### config.mk
export PLATFORM = sky130hd
export DESIGN_NAME = block_repeat_rle_decoder_core
export DESIGN_NICKNAME = d
export VERILOG_FILES = /design/src/rtl/rbrle_pkg.sv /design/src/rtl/rbrle_segbuf.sv /design/src/rtl/rbrle_packer.sv /design/src/rtl/block_repeat_rle_decoder_core.sv
export SDC_FILE = /design/constraint.sdc
export NUM_CORES = 1
export LEC_CHECK = 0
export ABC_AREA = 1
export BUFFER_PORTS_ARGS = -buffer_cell sky130_fd_sc_hd__buf_2
export CORE_ASPECT_RATIO = 0.8
export CORE_MARGIN = 1.5
export CORE_UTILIZATION = 34
export CTS_BUF_LIST = sky130_fd_sc_hd__clkbuf_4
export CTS_CLUSTER_SIZE = 10
export DETAILED_ROUTE_END_ITERATION = 12
export GPL_ROUTABILITY_DRIVEN = 0
export SLEW_MARGIN = 20
export SYNTH_ARGS = -nofsm -noshare
export SYNTH_HDL_FRONTEND = slang
export SYNTH_SLANG_ARGS = --single-unit
### constraint.sdc
create_clock -name i_clk -period 5.3 [get_ports i_clk]
set_input_delay 0 -clock i_clk [delete_from_list [all_inputs] [get_ports i_clk]]
set_output_delay 0 -clock i_clk [all_outputs]
set_load 0.005 [all_outputs]
### src/rtl/rbrle_pkg.sv
// Shared types and constants for the block-repeat run-length decoder.
// Used by rbrle_segbuf, rbrle_packer and block_repeat_rle_decoder_core.
package rbrle_pkg;

    localparam int MAX_SEGMENT_DEF = 15;
    localparam int BYTE_W          = 8;
    localparam int NIB_W           = 4;
    localparam int WORD_BYTES      = 8;
    localparam int WORD_W          = WORD_BYTES * BYTE_W;
    localparam int POS_W           = $clog2(WORD_BYTES);
    localparam int CNT_W           = 4;
    localparam int TDATA_W         = ((WORD_W + CNT_W + 7) / 8) * 8;
    localparam int PAD_W           = TDATA_W - WORD_W - CNT_W;

    typedef enum logic [1:0] {
        ST_HEADER,
        ST_LITERAL,
        ST_EXPAND,
        ST_TERM
    } t_state;

    // Request from the sequencer to the packer.
    typedef struct packed {
        logic              byte_valid;
        logic              byte_last;
        logic [BYTE_W-1:0] data;
        logic              end_valid;
    } t_pack_req;

    // Packer status back to the sequencer.
    typedef struct packed {
        logic byte_ready;
        logic end_ready;
    } t_pack_stat;

endpackage

### src/rtl/rbrle_segbuf.sv
// Segment store: holds the literal bytes of the current segment.
// Depends on rbrle_pkg for the byte width.
module rbrle_segbuf #(
    parameter int MAX_SEGMENT = rbrle_pkg::MAX_SEGMENT_DEF,
    parameter int AW          = (MAX_SEGMENT > 1) ? $clog2(MAX_SEGMENT) : 1
) (
    input  logic                           i_clk,
    input  logic                           i_we,
    input  logic [AW-1:0]                  i_waddr,
    input  logic [rbrle_pkg::BYTE_W-1:0]   i_wdata,
    input  logic [AW-1:0]                  i_raddr,
    output logic [rbrle_pkg::BYTE_W-1:0]   o_rdata
);

    logic [rbrle_pkg::BYTE_W-1:0] r_mem [MAX_SEGMENT];
    logic [rbrle_pkg::BYTE_W-1:0] r_rdata;

    // The read address never exceeds the stored length, so it stays in range.
    // A write to the address being read is passed straight to the read register.
    always_ff @(posedge i_clk) begin
        if (i_we) begin
            r_mem[i_waddr] <= i_wdata;
        end
        if (i_we && (i_waddr == i_raddr)) begin
            r_rdata <= i_wdata;
        end else begin
            r_rdata <= r_mem[i_raddr];
        end
    end

    assign o_rdata = r_rdata;

endmodule

### src/rtl/rbrle_packer.sv
// Packer: gathers expanded bytes into 64-bit words and holds the output register.
// Depends on rbrle_pkg for widths and the request and status structs.
module rbrle_packer (
    input  logic                            i_clk,
    input  logic                            i_rst_n,
    input  rbrle_pkg::t_pack_req            i_req,
    output rbrle_pkg::t_pack_stat           o_stat,
    output logic                            m_axis_tvalid,
    input  logic                            m_axis_tready,
    // tdata fields from bit 0 up: packed_bytes[63:0], byte_count[67:64], zero fill.
    output logic [rbrle_pkg::TDATA_W-1:0]   m_axis_tdata,
    output logic                            m_axis_tlast,
    // tuser fields from bit 0 up: stream_end.
    output logic                            m_axis_tuser
);

    logic [rbrle_pkg::WORD_W-1:0] r_acc;
    logic [rbrle_pkg::POS_W-1:0]  r_pos;
    logic                         r_ovalid;
    logic [rbrle_pkg::WORD_W-1:0] r_oword;
    logic [rbrle_pkg::CNT_W-1:0]  r_ocnt;
    logic                         r_olast;
    logic                         r_oend;

    logic                         out_free;
    logic                         flush;
    logic                         byte_take;
    logic                         end_take;
    logic [rbrle_pkg::WORD_W-1:0] merged;

    always_comb begin
        out_free  = !r_ovalid || m_axis_tready;
        flush     = i_req.byte_last || (r_pos == rbrle_pkg::POS_W'(rbrle_pkg::WORD_BYTES - 1));
        o_stat.byte_ready = !flush || out_free;
        o_stat.end_ready  = out_free;
        byte_take = i_req.byte_valid && o_stat.byte_ready;
        end_take  = i_req.end_valid && out_free;
        merged    = r_acc;
        merged[{r_pos, 3'b000} +: rbrle_pkg::BYTE_W] = i_req.data;
    end

    always_ff @(posedge i_clk) begin
        if (!i_rst_n) begin
            r_acc    <= '0;
            r_pos    <= '0;
            r_ovalid <= 1'b0;
        end else begin
            if (byte_take) begin
                if (flush) begin
                    r_acc <= '0;
                    r_pos <= '0;
                end else begin
                    r_acc <= merged;
                    r_pos <= r_pos + 1'b1;
                end
            end
            if ((byte_take && flush) || end_take) begin
                r_ovalid <= 1'b1;
            end else if (m_axis_tready) begin
                r_ovalid <= 1'b0;
            end
        end
    end

    always_ff @(posedge i_clk) begin
        if (byte_take && flush) begin
            r_oword <= merged;
            r_ocnt  <= rbrle_pkg::CNT_W'(r_pos) + 1'b1;
            r_olast <= i_req.byte_last;
            r_oend  <= 1'b0;
        end else if (end_take) begin
            r_oword <= '0;
            r_ocnt  <= '0;
            r_olast <= 1'b0;
            r_oend  <= 1'b1;
        end
    end

    assign m_axis_tvalid = r_ovalid;
    assign m_axis_tdata  = {{rbrle_pkg::PAD_W{1'b0}}, r_ocnt, r_oword};
    assign m_axis_tlast  = r_olast;
    assign m_axis_tuser  = r_oend;

endmodule

### src/rtl/block_repeat_rle_decoder_core.sv
// Block-repeat run-length decoder, top level with the header/literal/expand sequencer.
// Depends on rbrle_pkg, rbrle_segbuf and rbrle_packer.
//
// Header and literal bytes are taken without a stall. After the last literal of a
// segment the input stalls while the byte walker reads the segment store once per
// cycle, so a group with effective length L and repeat count R holds the input while
// its L*R bytes are walked (at most 225), plus any time the output side backpressures
// a full word. A zero header stalls the input until the end marker is placed in the
// output register. Results leave through a single output register, so a finished
// word can wait downstream while the walker fills the next one.
module block_repeat_rle_decoder_core #(
    parameter int MAX_SEGMENT = rbrle_pkg::MAX_SEGMENT_DEF
) (
    input  logic                            i_clk,
    input  logic                            i_rst_n,
    input  logic                            s_axis_tvalid,
    output logic                            s_axis_tready,
    // tdata fields from bit 0 up: in_byte[7:0].
    input  logic [rbrle_pkg::BYTE_W-1:0]    s_axis_tdata,
    output logic                            m_axis_tvalid,
    input  logic                            m_axis_tready,
    // tdata fields from bit 0 up: packed_bytes[63:0], byte_count[67:64], zero fill.
    output logic [rbrle_pkg::TDATA_W-1:0]   m_axis_tdata,
    output logic                            m_axis_tlast,
    // tuser fields from bit 0 up: stream_end.
    output logic                            m_axis_tuser
);

    localparam int AW = (MAX_SEGMENT > 1) ? $clog2(MAX_SEGMENT) : 1;
    localparam logic [rbrle_pkg::NIB_W-1:0] MAX_SEG_N = rbrle_pkg::NIB_W'(MAX_SEGMENT);

    rbrle_pkg::t_state            r_state, n_state;
    logic [rbrle_pkg::NIB_W-1:0]  r_len;
    logic [rbrle_pkg::NIB_W-1:0]  r_rep;
    logic [rbrle_pkg::NIB_W-1:0]  r_taken;
    logic [rbrle_pkg::NIB_W-1:0]  r_eff;
    logic                         r_cut;
    logic [rbrle_pkg::NIB_W-1:0]  r_ptr;
    logic [rbrle_pkg::NIB_W-1:0]  n_ptr;

    rbrle_pkg::t_pack_req         pack_req;
    rbrle_pkg::t_pack_stat        pack_stat;

    logic                         in_take;
    logic                         lit_stored;
    logic                         lit_nonzero;
    logic [rbrle_pkg::NIB_W-1:0]  n_eff_lit;
    logic                         lit_last;
    logic                         go_expand;
    logic                         seg_end;
    logic                         grp_last;
    logic                         walk_take;
    logic [rbrle_pkg::BYTE_W-1:0] rd_byte;
    logic [rbrle_pkg::NIB_W-1:0]  hdr_len;
    logic [rbrle_pkg::NIB_W-1:0]  hdr_rep;

    // The store is read at the next walker position, so its registered output
    // always holds the byte at the current position.
    rbrle_segbuf #(
        .MAX_SEGMENT (MAX_SEGMENT),
        .AW          (AW)
    ) u_segbuf (
        .i_clk   (i_clk),
        .i_we    (in_take && (r_state == rbrle_pkg::ST_LITERAL) && lit_stored),
        .i_waddr (r_taken[AW-1:0]),
        .i_wdata (s_axis_tdata),
        .i_raddr (n_ptr[AW-1:0]),
        .o_rdata (rd_byte)
    );

    rbrle_packer u_packer (
        .i_clk         (i_clk),
        .i_rst_n       (i_rst_n),
        .i_req         (pack_req),
        .o_stat        (pack_stat),
        .m_axis_tvalid (m_axis_tvalid),
        .m_axis_tready (m_axis_tready),
        .m_axis_tdata  (m_axis_tdata),
        .m_axis_tlast  (m_axis_tlast),
        .m_axis_tuser  (m_axis_tuser)
    );

    // Datapath decode shared by next-state and register logic.
    always_comb begin
        in_take     = s_axis_tvalid && s_axis_tready;
        hdr_len     = s_axis_tdata[rbrle_pkg::BYTE_W-1 -: rbrle_pkg::NIB_W];
        hdr_rep     = s_axis_tdata[rbrle_pkg::NIB_W-1:0];
        lit_stored  = r_taken < MAX_SEG_N;
        lit_nonzero = s_axis_tdata != '0;
        // The segment is cut at its first zero literal, as a string copy would do.
        n_eff_lit   = r_eff + rbrle_pkg::NIB_W'(!r_cut && lit_stored && lit_nonzero);
        lit_last    = (r_taken + 1'b1) == r_len;
        go_expand   = (n_eff_lit != '0) && (r_rep != '0);
        seg_end     = r_ptr == (r_eff - 1'b1);
        grp_last    = seg_end && (r_rep == rbrle_pkg::NIB_W'(1));
    end

    assign walk_take = pack_req.byte_valid && pack_stat.byte_ready;

    // Next walker position.
    always_comb begin
        n_ptr = r_ptr;
        unique case (r_state)
            rbrle_pkg::ST_HEADER: n_ptr = '0;
            rbrle_pkg::ST_LITERAL: begin
                if (in_take) begin
                    n_ptr = '0;
                end
            end
            rbrle_pkg::ST_EXPAND: begin
                if (walk_take) begin
                    n_ptr = seg_end ? '0 : r_ptr + 1'b1;
                end
            end
            rbrle_pkg::ST_TERM: n_ptr = '0;
            default: n_ptr = '0;
        endcase
    end

    // Next state.
    always_comb begin
        n_state = r_state;
        unique case (r_state)
            rbrle_pkg::ST_HEADER: begin
                if (in_take) begin
                    if (s_axis_tdata == '0) begin
                        n_state = rbrle_pkg::ST_TERM;
                    end else if (hdr_len != '0) begin
                        n_state = rbrle_pkg::ST_LITERAL;
                    end
                end
            end
            rbrle_pkg::ST_LITERAL: begin
                if (in_take && lit_last) begin
                    n_state = go_expand ? rbrle_pkg::ST_EXPAND : rbrle_pkg::ST_HEADER;
                end
            end
            rbrle_pkg::ST_EXPAND: begin
                if (walk_take && grp_last) begin
                    n_state = rbrle_pkg::ST_HEADER;
                end
            end
            rbrle_pkg::ST_TERM: begin
                if (pack_stat.end_ready) begin
                    n_state = rbrle_pkg::ST_HEADER;
                end
            end
            default: n_state = rbrle_pkg::ST_HEADER;
        endcase
    end

    // Outputs of the sequencer.
    always_comb begin
        s_axis_tready       = 1'b0;
        pack_req.byte_valid = 1'b0;
        pack_req.byte_last  = grp_last;
        pack_req.data       = rd_byte;
        pack_req.end_valid  = 1'b0;
        unique case (r_state)
            rbrle_pkg::ST_HEADER:  s_axis_tready       = 1'b1;
            rbrle_pkg::ST_LITERAL: s_axis_tready       = 1'b1;
            rbrle_pkg::ST_EXPAND:  pack_req.byte_valid = 1'b1;
            rbrle_pkg::ST_TERM:    pack_req.end_valid  = 1'b1;
            default:               s_axis_tready       = 1'b0;
        endcase
    end

    always_ff @(posedge i_clk) begin
        if (!i_rst_n) begin
            r_state <= rbrle_pkg::ST_HEADER;
            r_len   <= '0;
            r_rep   <= '0;
            r_taken <= '0;
            r_eff   <= '0;
            r_cut   <= 1'b0;
            r_ptr   <= '0;
        end else begin
            r_state <= n_state;
            r_ptr   <= n_ptr;
            unique case (r_state)
                rbrle_pkg::ST_HEADER: begin
                    if (in_take) begin
                        r_len   <= hdr_len;
                        r_rep   <= hdr_rep;
                        r_taken <= '0;
                        r_eff   <= '0;
                        r_cut   <= 1'b0;
                    end
                end
                rbrle_pkg::ST_LITERAL: begin
                    if (in_take) begin
                        r_taken <= r_taken + 1'b1;
                        r_eff   <= n_eff_lit;
                        r_cut   <= r_cut || (lit_stored && !lit_nonzero);
                    end
                end
                rbrle_pkg::ST_EXPAND: begin
                    // The repeat count doubles as the pass counter of the walk.
                    if (walk_take && seg_end) begin
                        r_rep <= r_rep - 1'b1;
                    end
                end
                default: begin
                end
            endcase
        end
    end

endmodule

==> metrics, run 1 <==
largest cells by area after synthesis edfxtp_1, dfxtp_1, nand2_1, o21ai_0, nor2_1; crit start category flip-flop; post-route setup TNS 0 ns; total grt overflow 0; die area 37800 um^2; number of flops mapped to enable cells by yosys ~190; crit path from r_eff[0]; initial DRC count about 840; vias in the first global route around 9000; Post-synth top cells nand2_1, edfxtp_1, nor2_1; Arrival @ worst endpoint 4.08 ns; Post-DP Area 13200 um^2; H-Tree Depth 3; Finished Core Util 39.9%; R2R Path Start r_eff[0]; hold_sp i_rst_n; WS Path Type reg2reg; leakage 5.25 nW; maximum clock path buffer count 3; Hold WC Path Type in2reg; Max transition margin 29.0%; count leader, synth nand2_1; largest net degree at the start of global routing 80; height of the die 174 um; Layout area overhead 15.3%; async set-reset flop share out of synthesis 0%; Yosys cell types 43; status finished clean; Crit. End Element flip-flop; Final Cycle Share 66.2%; clk_lat worst skew between 0.6 and 0.7 ns; DRT Wirelength ~32 mm; Seq/Total Area, Yosys 61.0%; Pins Over Slew Limit 0; total power 5.96 mW; synthesized area roughly 12000 um^2; worst slew pin tran around 1.1 ns; CTS Root Cell clkbuf_4; Num CTS Buffers 76; critical path fanouts, max 70; Gate Count Post-Synth 1268; top-area cell type share of the netlist area 45.6%; Most used DFF post-synth edfxtp_1; Clock Skew 0.0457 ns; hpwl dp 19.6 mm; # DRC 0; antenna viol nets, final 0; drt wl/cell 16.4 um; Sink Count 285; vias per cell 4.94; Cell Count, Final, Fillers Out between 1500 and 2000; Yosys warnings 0; first-pass GRT wire length about 50 mm; design area between 10000 and 15000 um^2; Setup Viol. Count Final 0; minimum clock period ~3.5 ns; max cap viols 0; worst hold slack 0.267 ns; Critical Path RT 5.87 ns; syn_area_per_cell just under 10 um^2; total track usage 16.7%; core box area ~36000 um^2; Layout Nets 1412; RSZ-0062 raised after global routing false; Cell Pwr Density 415 nW/um^2; # IOs 88; peak supply drop 0.150 mV; PortBufs 83; Place WS between 1.5 and 2 ns; Starting Density 34.6%; clk slew on worst S/H paths 0.06 ns; count of state elements after synthesis around 290; initial antenna violation count 1; post-CTS resize count 0; Die W between 200 and 250 um; share of cells above drive strength 1 slightly above 20%; vias 9492; # rows 62; CTS tree built; drt pass-1 iters 5; final worst setup slack 1.79 ns; Final Hold Viols 0; upper clock frequency limit 285 MHz; Inst Count DP ~1800; leading area contributor after synthesis edfxtp_1
==> cell families after synthesis <==
family          synth area share (%)
fa+ha+maj                       1.51
compound gates                  13.5
buf+inv                         5.30
other cells                   0.0301
xor+xnor                       0.562
flops                           61.0
simple gates                    18.1
==> registers in the layout (all words and copies together), names as in the netlist, 2 cells and up, named ones only <==
register / flops
r_eff: 4
r_len: 4
r_ptr: 4
r_rep: 4
r_state: 2
r_taken: 4
u_packer.r_acc: 64
u_packer.r_ocnt: 4
u_packer.r_oword: 64
u_packer.r_pos: 3
u_segbuf.r_mem: 120
==> placed cells by master (no fill, tap or decap), types with 4 or more instances in the layout <==
cell type	instances
edfxtp_1	189
inv_1	60
o21ai_1	9
bufinv_16	4
clkbuf_4	114
dlygate4sd3_1	12
inv_2	12
dfxtp_1	96
nor3_1	7
conb_1	4
buf_4	9
clkinv_1	13
o211ai_1	47
a21oi_1	98
a21oi_2	20
ha_1	15
and3_1	25
nand2_1	265
nand2_2	22
o21ai_0	112
or2_2	15
nand3_1	38
nor2_1	135
xor2_1	5
buf_2	83
==> worst max-delay path, cell delays in order, from the launching register on <==
cell and delay [ns]:
dfxtp_1 0.40, inv_1 0.09, ha_1 0.30, inv_1 0.04
nand2_1 0.05, nand2_1 0.06, nor2_2 0.14, nand4_4 0.13
nand2_4 0.26, nand2_4 0.15, inv_4 0.12, nor2_8 0.08
nand2_2 0.07, buf_4 0.44, nand2_4 0.63, o21ai_0 0.37
inv_1 0.07
==> where the power goes <==
group	leakage [nW]	total, mW	switching [mW]	internal, mW
Combinational	2.14	1.31	1.00	0.308
Clock	0.606	2.07	0.894	1.18
Sequential	2.50	2.58	0.0831	2.49
==> worst paths after layout <==
kind | to | slack [ns] | depth (start not counted)
max | u_packer.m_axis_tvalid | 1.79 | 16
min | u_packer.r_pos[0] | 0.27 | 4
max reg2reg | u_packer.m_axis_tvalid | 1.79 | 16
min reg2reg | u_packer.r_acc[49] | 0.46 | 2
==> per-layer routing <==
| layer | GRT usage [%] | vias to the layer above | wire, um |
|---|---|---|---|
| li1 | - | 4644 | - |
| met1 | 24.6 | 4548 | 15500 |
| met2 | 24.6 | 257 | 13900 |
| met3 | 3.24 | 43 | 1620 |
| met4 | 5.01 | 0 | 475 |
| met5 | 0 | - | 0 |
==> layout make-up <==
class                      count  area [um^2]
clock inverter                20          189
timing repair buffer         104          603
tap                          480          601
clock buffer                 114          856
multi-input combinational    843         4220
sequential                   285         7600
inverter                      75          289
antenna                        1         2.50
fill                        3588        21600
==> what timing repair did <==
action,in CTS,in global routing
setup buffers,0,0
endpoints found under the hold margin,146,0
hold buffers,12,0
endpoints found under the setup margin,0,0
Power figures use the tool's default switching activity.
==> run 2, diff against run 1 <==
- clock period: 5.3 -> 3.5 ns (I/O delays scaled with it)
==> run 2 against run 1 <==
Against the previous run:
- routed wire length up 0.46%
- count of clock-buffer cells in the layout down 7
- clock skew up 0.025 ns
- core utilization up 0.61 points
- via count up 0.17%
- critical endpoint is now r_state[1]
==> metrics, run 2 (synthesis results as in run 1) <==
Reg2Reg Depth 17 (+1); # DRC 0 (unchanged); # IOs 88 (unchanged); minimum clock period 3.24 ns (-0.271 ns); share of cells above drive strength 1 21.3% (+0.86 points); total track usage 17.1% (+0.36 points); CTS tree built; crit start category flip-flop; final worst setup slack 0.264 ns (-1.53 ns); Starting Density 34.6% (unchanged); leakage 5.39 nW (+2.7%); met3 track demand over resource 3.29% (+0.052 points); Place WS 0.640 ns (-1.11 ns); clk slew on worst S/H paths 0.06 ns (about the same); Largest Register u_segbuf.r_mem; max cap viols 0 (unchanged); reg2reg end r_state[1]; fillers 3578 (-0.28%); met1 Use GR 25.0% (+0.33 points); die area 37800 um^2 (unchanged); Final Hold Viols 0 (unchanged); Crit. End Element flip-flop; R2R Path Start r_eff[0]; upper clock frequency limit 309 MHz (+8.4%); crit path from r_eff[0]; initial DRC count 722 (-14%); Die W 217 um (unchanged); maximum clock path buffer count 3 (unchanged); Psw 3.04 mW (+54%); first-pass GRT wire length 50.7 mm (+1.2%); DRT Wirelength 31.7 mm (+0.46%); core box area 36000 um^2 (unchanged); drt wl/cell 16.2 um (-1.1%); Largest register FFs 120 (unchanged); status finished clean; switch share 33.8% (+0.53 points); Clock Skew 0.0703 ns (+0.0246 ns); Cell Pwr Density 618 nW/um^2 (+49%); Layout area overhead 17.0%; peak supply drop 0.271 mV (+81%); clk_lat worst skew 0.71 ns (+0.02 ns); crit-path cells inv_1 > ha_1 > inv_1 > nand2_1 > nand2_1 > nor2_2 > nand4_4 > nand2_8 > nand2_4 > nand3_1 > nand2_1 > nand2_1 > nand2_1 > nand2_1 > dlygate4sd3_1 > nor2_1 > dlygate4sd3_1; hpwl dp 20.2 mm (+3.0%); drt pass-1 iters 5 (unchanged); PortBufs 83 (unchanged); antenna viol nets, final 0 (unchanged); total grt overflow 0 (unchanged); Setup Buffers After CTS 0 (unchanged); Sink Count 285 (unchanged); met2 Resource Use GR 25.2% (+0.59 points); largest net degree at the start of global routing 64 (-20%); critical path fanouts, max 28 (-60%); end point of the critical path r_state[1]; Hold WC Path Type in2reg; Pins Over Slew Limit 0 (unchanged); WS Path Type reg2reg; Critical Path RT 4.07 ns (-1.80 ns); Clk network pwr share 33.4% (-1.4 points); most common cell after layout, fill and taps aside nand2_1; H-Tree Depth 3 (unchanged); worst reg2reg setup slack 0.26 ns (-1.53 ns); worst slew pin tran 0.627 ns (-0.437 ns); Num CTS Buffers 75 (-1.3%); Final Cycle Share 92.5% (+26 points); Top Registers u_segbuf.r_mem x120, u_packer.r_acc x64, u_packer.r_oword x64; CP most frequent cell nand2_1; slowest stage cell, crit path dlygate4sd3_1; Max transition margin 58.0% (+29 points); initial antenna violation count 1 (unchanged); vias in the first global route 9217 (+2.4%); # rows 62 (unchanged); post-route setup TNS 0 ns (unchanged); CTS Root Cell clkbuf_4; Reg power frac 43.0% (-0.2 points); height of the die 174 um (unchanged); power share of the combinational group 23.6% (+1.6 points); Setup Viol. Count Final 0 (unchanged); internal power 5.97 mW (+50%); most frequent cells in the layout nand2_1, edfxtp_1, nor2_1; vias 9508 (+0.17%); Arrival @ worst endpoint 3.81 ns (-0.27 ns); global route hottest layer met2; vias per cell 4.87 (-1.4%); crit-path max cell delay 0.55 ns (-0.08 ns); Layout Nets 1438 (+1.8%)
-- run 2: routing by layer --
| metal | share of wire, % | vias up |
|---|---|---|
| met5 | 0 | - |
| met4 | 1.8 | 0 |
| met3 | 5.6 | 59 |
| met2 | 44 | 270 |
| met1 | 49 | 4486 |
| li1 | - | 4693 |
-- run 2: what timing repair did --
item	in CTS	in global routing
endpoints found under the setup margin	0	1
hold buffers	13	0
endpoints found under the hold margin	149	0
gates resized for setup	0	1
-- run 2: area by class of cell --
| cell class | instances | area [um^2] | share of cell area [%] |
|---|---|---|---|
| clock buffers | 107 | 803 | 5.51 |
| flip-flops and latches | 285 | 7600 | 52.1 |
| well taps | 480 | 601 | 4.12 |
| clock inverters | 31 | 198 | 1.36 |
| diodes | 1 | 2.50 | 0.0172 |
| multi-input cells | 843 | 4230 | 29.0 |
| inverters | 75 | 288 | 1.97 |
| repair buffers | 131 | 858 | 5.89 |
-- run 2: metrics by stage --
step	area (um^2)	hold WS, ns	instances	util (%)	power, mW
after detailed placement	13400	0.391	1801	37.3	6.04
after CTS	14600	0.194	1952	40.5	9.10
after floorplan	12500	0.0989	1271	-	5.33
final	14600	0.252	1953	40.5	9.02
after global placement	13400	0.393	1801	37.3	6.02
after global routing	14600	0.229	1953	40.5	9.53
-- run 2: worst min-delay path by stage --
stage,slack [ns],cells past startpoint,start,endpoint
global route,0.23,3,i_rst_n,r_taken[3]
finish,0.25,5,s_axis_tvalid,flip-flop
global placement,0.39,1,u_packer.r_oword[5],m_axis_tdata[5]
CTS,0.19,5,s_axis_tvalid,flip-flop
floorplan,0.1,0,s_axis_tdata[0],u_segbuf.r_mem[0][0]
detailed placement,0.39,1,u_packer.r_oword[43],m_axis_tdata[43]
-- run 2: worst max-delay path, delay by kind of cell (launching register included) --
family,cells,cell delay [ns]
adder cells (fa/ha/maj),1,0.30
AND/OR/NAND/NOR,12,1.18
buffers and inverters,4,1.23
flip-flops,1,0.39
-- run 2: power groups by stage --
stage,Clock [mW],Combinational (mW),Sequential (mW)
global route,3.27,2.36,3.89
finish,3.01,2.13,3.88
floorplan,0,1.40,3.93
global placement,0,2.07,3.95
CTS,3.10,2.12,3.88
detailed placement,0,2.10,3.95
